==> config.mk <==
export PLATFORM = sky130hd
export DESIGN_NAME = pfr_ctrl
export DESIGN_NICKNAME = d
export VERILOG_FILES = /design/src/rtl/packet_field_reader_top_macros.svh /design/src/rtl/pfr_pkg.sv /design/src/rtl/pfr_ctrl.sv
export SDC_FILE = /design/constraint.sdc
export NUM_CORES = 1
export LEC_CHECK = 0
export ABC_AREA = 0
export ABC_CLOCK_PERIOD_IN_PS = 1500
export BUFFER_PORTS_ARGS = -buffer_cell sky130_fd_sc_hd__buf_2
export CAP_MARGIN = 20
export CELL_PAD_IN_SITES_DETAIL_PLACEMENT = 1
export CELL_PAD_IN_SITES_GLOBAL_PLACEMENT = 1
export CORE_AREA = 2 2 39 41
export CTS_BUF_LIST = sky130_fd_sc_hd__clkbuf_2
export CTS_CLUSTER_SIZE = 24
export DETAILED_ROUTE_END_ITERATION = 10
export DIE_AREA = 0 0 41 43
export PLACE_DENSITY_LB_ADDON = 0.15
export SYNTH_ARGS = -nofsm -noshare
export SYNTH_HDL_FRONTEND = slang
export SYNTH_SLANG_ARGS = --single-unit
==> constraint.sdc <==
create_clock -name i_clk -period 1.5 [get_ports i_clk]
set_clock_uncertainty 0.2 [all_clocks]
set_input_delay 0.075 -clock i_clk [delete_from_list [all_inputs] [get_ports i_clk]]
set_output_delay 0.075 -clock i_clk [all_outputs]
set_load 0.03 [all_outputs]
==> src/rtl/packet_field_reader_top_macros.svh <==
// Assertion macros for the packet field reader.
// Both sample on i_clk and are disabled while i_rst_n is low.
`ifndef PACKET_FIELD_READER_TOP_MACROS_SVH
`define PACKET_FIELD_READER_TOP_MACROS_SVH

// Same-cycle implication.
`define PFR_ASSERT_NOW(label, ante, cons, msg) \
    label: assert property (@(posedge i_clk) disable iff (!i_rst_n) (ante) |-> (cons)) \
        else $error(msg);

// Next-cycle implication.
`define PFR_ASSERT_NEXT(label, ante, cons, msg) \
    label: assert property (@(posedge i_clk) disable iff (!i_rst_n) (ante) |=> (cons)) \
        else $error(msg);

`endif

==> src/rtl/pfr_pkg.sv <==
`timescale 1ns / 1ps
// ----------------------------------------------------------------------------
// pfr_pkg
// Shared sizes, codes and types of the packet field reader.
// ----------------------------------------------------------------------------
package pfr_pkg;

    localparam int BUF_DEPTH = 4096;
    localparam int BUF_AW    = $clog2(BUF_DEPTH);
    localparam int SIZE_W    = $clog2(BUF_DEPTH + 1);
    localparam int OFF_W     = 13;
    localparam int LEN_W     = 15;
    localparam int VAL_W     = 64;
    localparam int CNT_W     = 4;

    localparam logic [LEN_W-1:0] LEN_LIMIT_RESET = 15'h7FFF;
    localparam logic [CNT_W-1:0] VAR_LAST_IDX    = 4'd9;

    localparam logic CMD_APPEND = 1'b0;
    localparam logic CMD_READ   = 1'b1;

    localparam logic [2:0] KIND_BYTE    = 3'd0;
    localparam logic [2:0] KIND_SHORT   = 3'd1;
    localparam logic [2:0] KIND_INT     = 3'd2;
    localparam logic [2:0] KIND_LONG    = 3'd3;
    localparam logic [2:0] KIND_VARLONG = 3'd4;
    localparam logic [2:0] KIND_STRING  = 3'd5;

    localparam logic [1:0] ST_OK   = 2'd0;
    localparam logic [1:0] ST_BAD  = 2'd1;
    localparam logic [1:0] ST_LONG = 2'd2;

    typedef struct packed {
        logic             cmd;
        logic [7:0]       data_byte;
        logic             start_packet;
        logic [2:0]       field_kind;
        logic [LEN_W-1:0] string_max;
    } t_in_item;

    typedef struct packed {
        logic signed [VAL_W-1:0] field_value;
        logic [OFF_W-1:0]        string_offset;
        logic [1:0]              status;
    } t_out_item;

    typedef enum logic [1:0] {
        S_IDLE,
        S_BYTE,
        S_CHK,
        S_DONE
    } t_state;

    typedef struct packed {
        logic append;
        logic start_read;
        logic byte_step;
        logic chk;
        logic load_out;
    } t_cmd;

    typedef struct packed {
        logic kind_bad;
        logic fail;
        logic last;
        logic is_string;
        logic out_free;
    } t_stat;

endpackage

==> src/rtl/pfr_ctrl.sv <==
`timescale 1ns / 1ps
// ----------------------------------------------------------------------------
// pfr_ctrl
// Sequencer: takes items, steps the byte fetch, runs the string check and
// hands the result to the output register.
// ----------------------------------------------------------------------------
module pfr_ctrl
    import pfr_pkg::*;
(
    input  logic   i_clk,
    input  logic   i_rst_n,
    input  logic   i_in_valid,
    input  logic   i_in_cmd,
    input  t_stat  i_stat,
    output logic   o_in_stall,
    output t_cmd   o_cmd,
    output t_state o_state
);

    t_state r_state;
    t_state n_state;
    logic   accept;

    assign accept = i_in_valid && !o_in_stall;

    always_ff @(posedge i_clk) begin
        if (!i_rst_n) begin
            r_state <= S_IDLE;
        end else begin
            r_state <= n_state;
        end
    end

    always_comb begin
        n_state = r_state;
        unique case (r_state)
            S_IDLE: begin
                if (accept && i_in_cmd == CMD_READ) begin
                    n_state = i_stat.kind_bad ? S_DONE : S_BYTE;
                end
            end
            S_BYTE: begin
                if (i_stat.fail) begin
                    n_state = S_DONE;
                end else if (i_stat.last) begin
                    n_state = i_stat.is_string ? S_CHK : S_DONE;
                end
            end
            S_CHK: begin
                n_state = S_DONE;
            end
            S_DONE: begin
                if (i_stat.out_free) begin
                    n_state = S_IDLE;
                end
            end
            default: n_state = S_IDLE;
        endcase
    end

    always_comb begin
        o_in_stall       = (r_state != S_IDLE);
        o_cmd            = '0;
        o_cmd.append     = accept && i_in_cmd == CMD_APPEND;
        o_cmd.start_read = accept && i_in_cmd == CMD_READ;
        o_cmd.byte_step  = (r_state == S_BYTE);
        o_cmd.chk        = (r_state == S_CHK);
        o_cmd.load_out   = (r_state == S_DONE) && i_stat.out_free;
    end

    assign o_state = r_state;

endmodule

## Word level (Yosys, flattened, before mapping)

Cells that the tools add are included.

| storage, ports and cells | value |
|---|---|
| input port bits | 9 |
| logic and storage cells | 23 |
| output and inout port bits | 8 |
| register bits after elaboration | 2 |

| cells by class | value |
|---|---|
| equal/unequal tests | 6 |
| bitwise operators | 1 |
| multiplexer cells | 7 |
| reduce and logical (&&, ||, !) cells | 8 |

Operator list:

| cell | number |
|---|---|
| two-way mux 2 bit | 5 |
| case mux 2 bit (4 select lines) | 1 |
| == test 2 bit (second input constant) | 2 |
| logical AND 1 bit | 4 |
| inequality test 2 bit (second input constant) | 2 |
| inequality test 3 bit (second input constant) | 1 |
| AND reduction 3 bit | 1 |
| == test 2 x 1 -> 1 bit (second input constant) | 1 |
| logical NOT 2 bit | 1 |
| nonzero test 2 bit | 1 |
| logical NOT 1 bit | 1 |
| two-way mux 1 bit | 1 |
| inverter 1 bit | 1 |

## Logic depth before layout (Yosys ltp)

| depth | value |
|---|---|
| depth after elaboration | 6 |
| mapped depth | 5 |

## Worst setup path before layout

OpenSTA, ideal clock, no wires.

| path | value |
|---|---|
| path type | reg2reg |
| from | register r_state[1], in the netlist o_state[1] |
| to | register r_state[0], in the netlist o_state[0] |
| required time | 1.209 ns |
| setup slack | -0.429 ns |
| clock period less this slack | 1.929 ns |
| cell stages (with the launch flop) | 6 |
| arrival | 1.638 ns |
| setup time | 0.091 ns |
| cell sequence | dfxtp_1 > inv_1 > ha_1 > nor3b_1 > o31a_1 > a311oi_1 |

RTL lines:

| item | RTL line | text |
|---|---|---|
| from (decl) | pfr_ctrl.sv:20 | `t_state r_state;` |
| from (signal assigned) | pfr_ctrl.sv:30 | `r_state <= n_state;` |

## Final worst setup path

| path | value |
|---|---|
| from | register r_state[0], in the netlist o_state[0] |
| to | register r_state[0], in the netlist o_state[0] |

| on the way | value |
|---|---|
| cells in the longest elaborated chain, start to end | 6 |
| elaborated cells between the ends (all ways) | 13 |

RTL lines:

| item | RTL line | text |
|---|---|---|
| nonzero test 2 bit | pfr_ctrl.sv:62 | `o_in_stall = (r_state != S_IDLE);` |
| logical NOT 1 bit | pfr_ctrl.sv:24 | `assign accept = i_in_valid && !o_in_stall;` |
| logical AND 1 bit | pfr_ctrl.sv:24 |  |
| logical AND 1 bit | pfr_ctrl.sv:38 | `if (accept && i_in_cmd == CMD_READ) begin` |
| inequality test 2 bit (no source line) | n/a |  |
| AND reduction 3 bit (no source line) | n/a |  |

Parallel ways exist; a longest one is shown, timed or not.
A chain may end at the register's enable or synchronous reset.

==> impl_metrics.ini <==
[routing]
drt_iter0_drc = 1
vias = 301
dr.pass1.iters = 2
ant_nets = 0
totalWireLength_um = 758
routedWlPerCell_um = 11.0
drc = 0
via_per_inst = 4.36

[worst_setup_path]
r2r-end = o_state[0]
arrival_ns = 1.43
crit_type = flip-flop to flip-flop
cp-start-kind = flip-flop
r2r_cells = 4
r2r_start = o_state[0]
worstPathRequired_ns = 1.39
cp_max_fo = 5
r2r_setup_slack_ns = -0.05
end_kind = flip-flop

[floorplan]
die-width_um = 41
die_height_um = 43
rows = 14
pin_count = 17
coreArea_mm2 = 0.00138
initial_utilization_pct = 16.5
die-area_mm2 = 0.00176

[global_route]
gr-total-overflow = 0
grt_pass1_wl_um = 1080
grt_pass1_vias = 304
grt_use_total_pct = 8.91
grt_max_degree = 6
antenna_found_initial = 0

[pwr]
p_leak_nw = 0.245
ir_worst_vdd_v = 0.000675
p_total_mw = 1.05
powerDensity_mw_per_mm2 = 2130

[synth]
yosys_warnings = 0
syn-num-nets = 42
netlist_instances = 28
syn_area_um2 = 229
ys_types = 18
ys_seq_elements = 2
ys_seq_area_share_pct = 17.5
syn_avg_cell_area_um2 = 8.18

[placement]
io_buffers = 16
hpwlAfterDp_um = 603
place.gp.congestion = 0.716
dpl_cell_area_um2 = 404
dp.cells = 65

[run]
maxCapViolCount = 0

[worst_hold_path]
min_to = o_state[0]
worst_hold_path.num_cells = 4
holdCritPathClass = primary input to flip-flop
min-delay-start = i_stat[1]

[timing]
fin_crit_sh_pct = 103
fmax_mhz = 647
slew_viol_final = 0
fin_ws_ns = -0.0454
relSlewSlack_pct = 82.7
hold_viol = 0
fin_crit_ns = 1.55
setup_viol = 1
tightest_slew_ns = 0.259
rsz0062_at_grt = yes

[clocking]
clk_latency_ns = 0.19
numClockSinks = 2
cts-htree-levels = 1
cts_buffers = 3
root_buffer = clkbuf_2
clk_pin_slew_ns = 0.03
cts_tree = yes
postCtsSetupBuffers = 0
clockBufferDepth = 2

[finish]
nets = 69
syn2layout_area_growth_pct = 115
largest_register_ffs = 2
layout-drive-gt1-share_pct = 73.6
final_cell_area_um2 = 493
finalNonFillerCells = 69
num_antenna_cells = 0

[outcome]
status = finished with violations
violations = negative setup slack
metal layers:
metal	vias up	global-route usage [%]	share of wire, %
li1	145	-	-
met1	143	8.60	34
met2	13	15.6	56
met3	0	3.14	9.6
met4	0	4.00	0
met5	-	0	0
cells in the mapped netlist:
library cell | n | area share [%]
nand2_1 | 3 | 4.9
and3_1 | 1 | 2.7
nand2b_1 | 1 | 2.7
a21boi_1 | 1 | 3.3
mux2_2 | 1 | 4.9
o31a_1 | 1 | 3.8
dfxtp_1 | 2 | 17
mux2i_1 | 1 | 4.4
ha_1 | 5 | 27
nor3b_1 | 1 | 3.3
a21oi_1 | 1 | 2.2
and2_2 | 1 | 3.3
a311oi_1 | 1 | 3.8
and2b_1 | 1 | 3.3
nor3_1 | 1 | 2.2
inv_1 | 4 | 6.6
nor2_1 | 1 | 1.6
nand3_1 | 1 | 2.2
metrics by stage:
stage	hold WS [ns]	utilization, %	setup WS, ns	TNS, ns
global placement	0.129	29.2	-0.0618	-0.0769
floorplan	-0.0173	-	-0.00649	-0.0118
finish	0.0639	35.6	-0.0454	-0.0454
global route	0.0707	35.6	-0.107	-0.143
detailed placement	0.135	29.2	-0.0475	-0.0799
CTS	0.0181	31.2	-0.0506	-0.0886
critical path: stages, from the launching register on:
cell      delay (ns)
dfxtp_4         0.37
ha_4            0.16
and2b_2         0.21
o31a_1          0.31
a311oi_2        0.20
logic make-up after synthesis:
| kind of cell | count (synthesis) | synth area share, % |
|---|---|---|
| AO/OA/AOI/OAI | 4 | 13.1 |
| adder cells (fa/ha/maj) | 5 | 27.3 |
| buffers and inverters | 4 | 6.56 |
| flip-flops | 2 | 17.5 |
| multiplexers | 2 | 9.29 |
| AND/OR/NAND/NOR | 11 | 26.2 |
worst max-delay path by stage:
stage	start	end	depth (start not counted)
6_report	o_state[0]	o_state[0]	4
5_1_grt	o_state[0]	o_state[0]	4
4_1_cts	o_state[0]	o_state[0]	5
3_5_place_dp	o_state[0]	o_state[0]	5
3_3_place_gp	o_state[0]	o_state[0]	4
2_1_floorplan	o_state[0]	o_state[1]	5
layout by cell type, fill, tap and decap left out, types with 2 or more instances in the layout:
cell and n:
buf_4 6, ha_4 3, ha_1 2, nand2_1 3, dfxtp_4 2, clkbuf_2 3, inv_1 2, buf_2 14
where the power goes:
part	internal, mW	leakage (nW)	switching, mW
clock network	0.0533	0.0125	0.0320
logic	0.375	0.215	0.425
registers	0.0965	0.0178	0.0669
final cells by class:
type                            instances  area, µm²
Fill cell                             170        891
Timing Repair Buffer                   22        136
Tap cell                               16       20.0
Inverter                                4       22.5
Clock buffer                            3       15.0
Multi-Input combinational cell         22        251
Sequential cell                         2       47.5
repair_timing:
action	CTS	global route
endpoints found under the hold margin	2	0
gates resized for setup	1	14
setup endpoints to repair	3	4
pin swaps	0	2
hold buffers	1	0
Note: power is estimated with default switching activity, not from simulation.
